--- src/hdl/mams_pkg.sv ---
`default_nettype none

package mams_pkg;

  localparam int ID_W      = 16;
  localparam int KEY_LIMBS = 6;
  localparam int CNT_W     = 4;
  localparam int SH_W      = 3;

  localparam logic [CNT_W-1:0] DOT_OPS = CNT_W'(3);
  localparam logic [CNT_W-1:0] SQ_OPS  = CNT_W'(4);
  localparam logic [CNT_W-1:0] KEY_OPS = CNT_W'(8);

  typedef enum logic [2:0] {
    ST_IDLE,
    ST_DOT,
    ST_MSQ,
    ST_SQ,
    ST_KA,
    ST_KB,
    ST_FIN
  } seq_state_t;

  typedef struct packed {
    logic            vld;
    logic            clr;
    logic [SH_W-1:0] sh;
  } mac_ctl_t;

  // number of limb products issued in each phase
  function automatic logic [CNT_W-1:0] phase_len(seq_state_t s);
    case (s)
      ST_DOT, ST_MSQ: return DOT_OPS;
      ST_SQ:          return SQ_OPS;
      ST_KA, ST_KB:   return KEY_OPS;
      default:        return '0;
    endcase
  endfunction

endpackage

`default_nettype wire

--- src/hdl/mams_mac.sv ---
`default_nettype none

module mams_mac #(
  parameter int LIMB_W = 17
) (
  input  logic                                  clk,
  input  logic                                  rst_n,
  input  mams_pkg::mac_ctl_t                    ctl,
  input  logic [LIMB_W-1:0]                     op_a,
  input  logic [LIMB_W-1:0]                     op_b,
  output logic [mams_pkg::KEY_LIMBS*LIMB_W-1:0] acc
);
  import mams_pkg::*;

  localparam int PROD_W = 2 * LIMB_W;
  localparam int ACC_W  = KEY_LIMBS * LIMB_W;

  mac_ctl_t            ctl_r;
  logic [PROD_W-1:0]   prod_r;
  logic [ACC_W-1:0]    acc_r;
  logic [ACC_W-1:0]    sh_prod;

  always_ff @(posedge clk) begin
    if (!rst_n) begin
      ctl_r <= '0;
    end else begin
      ctl_r <= ctl;
    end
  end

  always_ff @(posedge clk) begin
    prod_r <= PROD_W'(op_a) * PROD_W'(op_b);
  end

  // place the product at its limb position
  always_comb begin
    case (ctl_r.sh)
      SH_W'(0): sh_prod = ACC_W'(prod_r);
      SH_W'(1): sh_prod = ACC_W'(prod_r) << LIMB_W;
      SH_W'(2): sh_prod = ACC_W'(prod_r) << (2 * LIMB_W);
      SH_W'(3): sh_prod = ACC_W'(prod_r) << (3 * LIMB_W);
      SH_W'(4): sh_prod = ACC_W'(prod_r) << (4 * LIMB_W);
      default:  sh_prod = '0;
    endcase
  end

  always_ff @(posedge clk) begin
    if (ctl_r.vld) begin
      acc_r <= (ctl_r.clr ? '0 : acc_r) + sh_prod;
    end
  end

  assign acc = acc_r;

  a_clr_with_vld: assert property (@(posedge clk) disable iff (!rst_n)
    ctl.clr |-> ctl.vld)
    else $error("mac clear without a product");

  a_sh_range: assert property (@(posedge clk) disable iff (!rst_n)
    ctl.vld |-> (ctl.sh <= SH_W'(4)))
    else $error("mac shift beyond key width");

  a_clr_loads: assert property (@(posedge clk) disable iff (!rst_n)
    ctl_r.vld && ctl_r.clr |=> acc_r == $past(sh_prod))
    else $error("mac clear did not restart accumulation");

endmodule

`default_nettype wire

--- src/hdl/min_angle_machine_select_core.sv ---
`default_nettype none
// A candidate with a zero vector skips the multiplier; the first valid candidate of a run
//   forms the dot product, norm and dot square, and each later one also both cross keys.
// The result word is registered when the last item of a run ends and the output is not stalled.
// A single limb multiplier forms every limb product; no new item is taken until the last is done.
// Reset: synchronous active-low rst_n clears the sequencer, the run state and the output valid flag.

module min_angle_machine_select_core #(
  parameter int RES_BITS   = 16,
  parameter int INDEX_BITS = 16
) (
  input  logic                      clk,
  input  logic                      rst_n,
  input  logic                      in_valid,
  output logic                      in_stall,
  input  logic [RES_BITS-1:0]       in_machine_cpu,
  input  logic [RES_BITS-1:0]       in_machine_mem,
  input  logic [RES_BITS-1:0]       in_machine_disk,
  input  logic [mams_pkg::ID_W-1:0] in_machine_id,
  input  logic [RES_BITS-1:0]       in_task_cpu,
  input  logic [RES_BITS-1:0]       in_task_mem,
  input  logic [RES_BITS-1:0]       in_task_disk,
  input  logic                      in_last,
  output logic                      out_valid,
  input  logic                      out_stall,
  output logic [mams_pkg::ID_W-1:0] out_best_id,
  output logic                      out_found
);
  import mams_pkg::*;

  localparam int LIMB_W = RES_BITS + 1;
  localparam int NORM_W = 2 * LIMB_W;
  localparam int SQ_W   = 4 * LIMB_W;
  localparam int ACC_W  = KEY_LIMBS * LIMB_W;
  localparam logic [ID_W-1:0] ID_MASK =
    (INDEX_BITS >= ID_W) ? {ID_W{1'b1}} : ID_W'((64'd1 << INDEX_BITS) - 64'd1);

  seq_state_t        state_r, state_nxt;
  logic [CNT_W-1:0]  cnt_r, cnt_nxt;
  logic [CNT_W-1:0]  len;
  logic              in_accept, skip, cap, take, emit;

  logic [RES_BITS-1:0] m_r [3];
  logic [RES_BITS-1:0] t_r [3];
  logic [ID_W-1:0]     id_r;
  logic                last_r;

  logic [NORM_W-1:0]   dot_r, msq_r, best_norm_r;
  logic [SQ_W-1:0]     sq_r, best_sq_r;
  logic [ACC_W-1:0]    ka_r;
  logic                have_best_r;
  logic [ID_W-1:0]     best_id_r;

  logic                out_valid_r, out_found_r;
  logic [ID_W-1:0]     out_best_id_r;

  mac_ctl_t            mac_ctl;
  logic [LIMB_W-1:0]   op_a, op_b;
  logic [ACC_W-1:0]    acc;

  assign in_accept = in_valid && !in_stall;
  assign in_stall  = (state_r != ST_IDLE);
  assign skip      = ((in_machine_cpu | in_machine_mem | in_machine_disk) == '0) ||
                     ((in_task_cpu | in_task_mem | in_task_disk) == '0);

  assign len  = phase_len(state_r);
  assign cap  = (len != '0) && (cnt_r == len + CNT_W'(1));
  assign take = cap && (((state_r == ST_SQ) && !have_best_r) ||
                        ((state_r == ST_KB) && (ka_r > acc)));
  assign emit = (state_r == ST_FIN) && last_r && (!out_valid_r || !out_stall);

  // next state
  always_comb begin
    state_nxt = state_r;
    case (state_r)
      ST_IDLE: begin
        if (in_accept) begin
          state_nxt = skip ? ST_FIN : ST_DOT;
        end
      end
      ST_DOT: if (cap) state_nxt = ST_MSQ;
      ST_MSQ: if (cap) state_nxt = ST_SQ;
      ST_SQ:  if (cap) state_nxt = have_best_r ? ST_KA : ST_FIN;
      ST_KA:  if (cap) state_nxt = ST_KB;
      ST_KB:  if (cap) state_nxt = ST_FIN;
      ST_FIN: begin
        if (!last_r || !out_valid_r || !out_stall) begin
          state_nxt = ST_IDLE;
        end
      end
      default: state_nxt = ST_IDLE;
    endcase
  end

  always_comb begin
    cnt_nxt = '0;
    if (len != '0 && !cap) begin
      cnt_nxt = cnt_r + CNT_W'(1);
    end
  end

  // limb operand selection for the shared multiplier
  always_comb begin
    logic [1:0] ki;
    logic       kj;
    ki      = cnt_r[2:1];
    kj      = cnt_r[0];
    mac_ctl = '0;
    op_a    = '0;
    op_b    = '0;
    if (cnt_r < len) begin
      mac_ctl.vld = 1'b1;
      mac_ctl.clr = (cnt_r == '0);
      case (state_r)
        ST_DOT: begin
          op_a = LIMB_W'(m_r[cnt_r[1:0]]);
          op_b = LIMB_W'(t_r[cnt_r[1:0]]);
        end
        ST_MSQ: begin
          op_a = LIMB_W'(m_r[cnt_r[1:0]]);
          op_b = LIMB_W'(m_r[cnt_r[1:0]]);
        end
        ST_SQ: begin
          op_a       = dot_r[cnt_r[1]*LIMB_W +: LIMB_W];
          op_b       = dot_r[cnt_r[0]*LIMB_W +: LIMB_W];
          mac_ctl.sh = SH_W'(cnt_r[1]) + SH_W'(cnt_r[0]);
        end
        ST_KA: begin
          op_a       = sq_r[ki*LIMB_W +: LIMB_W];
          op_b       = best_norm_r[kj*LIMB_W +: LIMB_W];
          mac_ctl.sh = SH_W'(ki) + SH_W'(kj);
        end
        ST_KB: begin
          op_a       = best_sq_r[ki*LIMB_W +: LIMB_W];
          op_b       = msq_r[kj*LIMB_W +: LIMB_W];
          mac_ctl.sh = SH_W'(ki) + SH_W'(kj);
        end
        default: mac_ctl = '0;
      endcase
    end
  end

  mams_mac #(
    .LIMB_W (LIMB_W)
  ) u_mac (
    .clk   (clk),
    .rst_n (rst_n),
    .ctl   (mac_ctl),
    .op_a  (op_a),
    .op_b  (op_b),
    .acc   (acc)
  );

  always_ff @(posedge clk) begin
    if (!rst_n) begin
      state_r     <= ST_IDLE;
      cnt_r       <= '0;
      have_best_r <= 1'b0;
      out_valid_r <= 1'b0;
    end else begin
      state_r <= state_nxt;
      cnt_r   <= cnt_nxt;
      if (emit) begin
        have_best_r <= 1'b0;
      end else if (take) begin
        have_best_r <= 1'b1;
      end
      if (emit) begin
        out_valid_r <= 1'b1;
      end else if (!out_stall) begin
        out_valid_r <= 1'b0;
      end
    end
  end

  always_ff @(posedge clk) begin
    if (in_accept) begin
      m_r[0] <= in_machine_cpu;
      m_r[1] <= in_machine_mem;
      m_r[2] <= in_machine_disk;
      t_r[0] <= in_task_cpu;
      t_r[1] <= in_task_mem;
      t_r[2] <= in_task_disk;
      id_r   <= in_machine_id & ID_MASK;
      last_r <= in_last;
    end
    if (cap && state_r == ST_DOT) dot_r <= acc[NORM_W-1:0];
    if (cap && state_r == ST_MSQ) msq_r <= acc[NORM_W-1:0];
    if (cap && state_r == ST_SQ)  sq_r  <= acc[SQ_W-1:0];
    if (cap && state_r == ST_KA)  ka_r  <= acc;
    if (take) begin
      best_sq_r   <= (state_r == ST_SQ) ? acc[SQ_W-1:0] : sq_r;
      best_norm_r <= msq_r;
      best_id_r   <= id_r;
    end
    if (emit) begin
      out_best_id_r <= have_best_r ? best_id_r : '0;
      out_found_r   <= have_best_r;
    end
  end

  assign out_valid   = out_valid_r;
  assign out_best_id = out_best_id_r;
  assign out_found   = out_found_r;

  a_keys_need_best: assert property (@(posedge clk) disable iff (!rst_n)
    (state_r == ST_KA || state_r == ST_KB) |-> have_best_r)
    else $error("cross key computed with no best candidate");

  a_empty_run_zero: assert property (@(posedge clk) disable iff (!rst_n)
    out_valid && !out_found |-> out_best_id == '0)
    else $error("empty run reported a machine id");

  a_emit_clears: assert property (@(posedge clk) disable iff (!rst_n)
    emit |=> !have_best_r && out_valid_r)
    else $error("run end did not clear the best candidate");

  a_accept_starts: assert property (@(posedge clk) disable iff (!rst_n)
    in_accept |=> (state_r == ST_DOT || state_r == ST_FIN))
    else $error("accepted word did not start work");

endmodule

`default_nettype wire
--- config.mk ---
export PLATFORM = sky130hd
export DESIGN_NAME = min_angle_machine_select_core
export DESIGN_NICKNAME = d
export VERILOG_FILES = /design/src/hdl/mams_pkg.sv /design/src/hdl/mams_mac.sv /design/src/hdl/min_angle_machine_select_core.sv
export SDC_FILE = /design/constraint.sdc
export NUM_CORES = 2
export LEC_CHECK = 0
export BUFFER_PORTS_ARGS = -buffer_cell sky130_fd_sc_hd__buf_4
export CAP_MARGIN = 20
export CORE_ASPECT_RATIO = 1.2
export CORE_MARGIN = 2
export CORE_UTILIZATION = 45
export CTS_CLUSTER_DIAMETER = 150
export DETAILED_ROUTE_END_ITERATION = 10
export PLACE_DENSITY = 0.59
export SLEW_MARGIN = 20
export SYNTH_ARGS = -nofsm -noshare
export SYNTH_HDL_FRONTEND = slang
export SYNTH_SLANG_ARGS = --single-unit
--- constraint.sdc ---
create_clock -name clk -period 30.6 [get_ports clk]
set_input_delay 1.53 -clock clk [delete_from_list [all_inputs] [get_ports clk]]
set_output_delay 1.53 -clock clk [all_outputs]
set_load 0.05 [all_outputs]
==> flow_metrics.env <==
export IMPL_status="completed"
export IMPL_max_slew_worst_pin_slew_ns=1.13
export IMPL_cts_tree="done"
export IMPL_cts_setup_buffers=0
export IMPL_grt_first_pass_wirelength_um=196000
export IMPL_synth_cells=3922
export IMPL_min_path_type="flop to flop"
export IMPL_drv_slew=0
export IMPL_firstDrtPassIters=6
export IMPL_grt_usage=0.269
export IMPL_post_route_period_util=0.332
export IMPL_die_area_um2=97900
export IMPL_cp_end_kind="flop"
export IMPL_routed_wl_um=131000
export IMPL_cp_slowest_stage_delay_ns=0.91
export IMPL_cts_buffers=70
export IMPL_synth_ff_type="edfxtp_1"
export IMPL_fmax_mhz=98.3
export IMPL_ys_seq_area_frac=0.434
export IMPL_cap_violations=0
export IMPL_path_max_fanout=58
export IMPL_cts_buffer_depth=3
export IMPL_io_pins=136
export IMPL_drt_initial_drc_count=2535
export IMPL_via_per_inst=5.71
export IMPL_clk_pin_slew_ns=0.06
export IMPL_vias=30400
export IMPL_fill_cells=8701
export IMPL_antenna_found_initial=2
export IMPL_fin_skew_ns=0.0539
export IMPL_core_area_um2=95000
export IMPL_yosysUniqueCellTypes=88
export IMPL_ant_nets=0
export IMPL_grt_setup_unrepaired="no"
export IMPL_cts_htree_levels=3
export IMPL_ir_worst_vdd_mv=0.0495
export IMPL_rows=124
export IMPL_synthesis_nets=4582
export IMPL_hold_viol=0
export IMPL_grt_pass1_vias=31100
export IMPL_hold_buffers=0
export IMPL_leakagePower_nw=19.7
export IMPL_min_period_ns=10.17
export IMPL_dp_hpwl_um=99100
export IMPL_final_nets=4670
export IMPL_final_layout_size_suffix_gt1_frac=0.106
export IMPL_avgRoutedWirePerCell_um=24.6
export IMPL_die_w_um=286
export IMPL_maxSlewHeadroom=0.249
export IMPL_setup_tns_final_ns=0
export IMPL_grt_overflow_total=0
export IMPL_async_reset_ff_frac=0
export IMPL_synth_edf_count=588
export IMPL_syn_avg_cell_area_um2=10.9
export IMPL_start_kind="flop"
export IMPL_path_class="flop to flop"
export IMPL_slowest_stage="nor2_1"
export IMPL_drc=0
export IMPL_portBuffers=135
export IMPL_cts_root_buf="clkbuf_16"
export IMPL_setup_violations=0
export IMPL_final_cell_area_um2=47500
export IMPL_ys_ff_latch=636
export IMPL_insertion_delay_ns=0.65
export IMPL_crit_top_cell="fa_1"
export IMPL_gp_congestion=0.934
export IMPL_power_density_nw_per_um2=68.7
export IMPL_grt_start_max_net_pins=81
export IMPL_clock_sinks=636
export IMPL_post_place_ws_ns=20.55
export IMPL_initial_core_util=0.452
export IMPL_cp_arrival_ns=10.70
export IMPL_cp_required_ns=31.13
export IMPL_syn_cell_area_um2=42900
export IMPL_cts_resized=0
export IMPL_syn2layout_area_growth_pct=10.8
export IMPL_placed_cell_area_um2=45200
export IMPL_setup_slack_ns=20.43
export IMPL_ys_warn_count=0
export IMPL_die_y_um=342
[synthesized netlist by cell type (8+ instances only)]
cell / instances / area, um^2
a211oi_1: 10 / 75.1
and2_1: 94 / 588
nor2b_1: 36 / 225
nor3_1: 69 / 345
nand3_1: 30 / 150
mux4_2: 51 / 1150
a22o_1: 69 / 604
dfxtp_1: 48 / 961
clkbuf_1: 119 / 447
buf_2: 41 / 205
edfxtp_1: 588 / 17700
a21boi_0: 9 / 67.6
a221oi_1: 8 / 70.1
inv_1: 422 / 1580
and3_1: 18 / 113
o21a_1: 18 / 135
o21ai_1: 18 / 90.1
o31ai_1: 14 / 105
or2_2: 9 / 56.3
mux2_2: 34 / 383
ha_1: 318 / 3980
a31oi_1: 17 / 106
nand2_1: 393 / 1480
o21ai_0: 183 / 916
o31a_1: 8 / 70.1
or3_1: 12 / 75.1
fa_1: 225 / 4500
o21bai_1: 28 / 210
nand2b_1: 28 / 175
nor2_1: 282 / 1060
nand4_1: 68 / 425
a21o_1: 111 / 833
o221ai_1: 21 / 184
a222oi_1: 14 / 140
xnor2_1: 85 / 744
nor4_1: 29 / 181
a21oi_1: 191 / 956
mux2i_1: 62 / 621
xor2_1: 40 / 350
o211ai_1: 9 / 67.6
[where the power goes]
part | internal, mW | total, mW | switching [mW]
sequential | 1.13 | 1.25 | 0.127
clock | 0.457 | 0.830 | 0.373
combinational | 0.379 | 1.18 | 0.802
[sequential cells by signal (all words and copies together) (netlist names), 34 cells and up]
signal / flops
u_mac.acc: 102
m_r: 48
best_norm_r: 34
best_sq_r: 68
dot_r: 34
ka_r: 102
msq_r: 34
t_r: 48
u_mac.prod_r: 34
sq_r: 68
[worst max-delay path, delay by kind of cell (launching register included)]
family                     cells  cell delay [ns]
buffers and inverters          9             2.01
AOI/OAI and AO/OA             11             2.18
DFF                            1             0.32
adders and majority gates      8             3.74
and+or+nand+nor                7             1.63
xor gates and xnor gates       1             0.13
[kinds of logic (layout without fill, tap and decap cells)]
family	count (synthesis)	in the layout	share of synthesized area
AO/OA/AOI/OAI	776	776	0.119
XOR/XNOR	125	125	0.0255
adder cells (fa/ha/maj)	543	543	0.198
buffers and inverters	597	738	0.0544
flip-flops	636	636	0.434
multiplexers	150	150	0.0511
other	0	1	0
AND/OR/NAND/NOR	1095	1095	0.119
[cell type report]
| class | count | area [um^2] | area share |
|---|---|---|---|
| multi-input cells | 2689 | 22100 | 0.464 |
| flip-flops and latches | 636 | 18600 | 0.392 |
| clock buffers | 77 | 1800 | 0.0379 |
| inverters | 425 | 1600 | 0.0336 |
| well taps | 1260 | 1580 | 0.0332 |
| repair buffers | 188 | 1440 | 0.0302 |
| clock inverters | 48 | 428 | 0.00900 |
| diodes | 1 | 2.50 | 0.0000527 |
[metrics by stage]
| step | power, mW | hold slack (ns) | std cells | utilization |
|---|---|---|---|---|
| 2_1_floorplan | 1.99 | 0.400 | 3922 | - |
| 3_3_place_gp | 2.43 | 0.401 | 5196 | 0.476 |
| 3_5_place_dp | 2.44 | 0.405 | 5196 | 0.476 |
| 4_1_cts | 3.28 | 0.419 | 5321 | 0.500 |
| 5_1_grt | 3.43 | 0.426 | 5323 | 0.500 |
| 6_report | 3.27 | 0.417 | 5324 | 0.501 |
[cells in the final DEF (no fill, tap or decap), drive strengths merged, types with 48 or more instances in the layout]
| cell | n |
|---|---|
| a21o | 111 |
| a21oi | 194 |
| a22o | 69 |
| and2 | 95 |
| buf | 188 |
| clkbuf | 77 |
| dfxtp | 48 |
| edfxtp | 588 |
| fa | 225 |
| ha | 318 |
| inv | 430 |
| mux2i | 62 |
| mux4 | 51 |
| nand2 | 398 |
| nand4 | 68 |
| nor2 | 283 |
| nor3 | 71 |
| o21ai | 201 |
| xnor2 | 85 |
[metal layers]
layer | vias up | global-route usage | part of all wire
met2 | 999 | 0.443 | 0.47
met1 | 15000 | 0.355 | 0.42
met5 | - | 0 | 0.000069
met4 | 2 | 0.122 | 0.050
met3 | 265 | 0.0377 | 0.060
li1 | 14100 | - | -
[worst paths after layout]
path	cells past startpoint	startpoint	to	slack (ns)
worst min-delay path	0	id_r[12]	best_id_r[12]	0.42
worst min register to register	0	id_r[12]	best_id_r[12]	0.42
worst max-delay path	36	state_r[0]	u_mac.prod_r[33]	20.43
worst max register to register	36	state_r[0]	u_mac.prod_r[33]	20.43
Note: power is estimated with default switching activity, not from simulation.
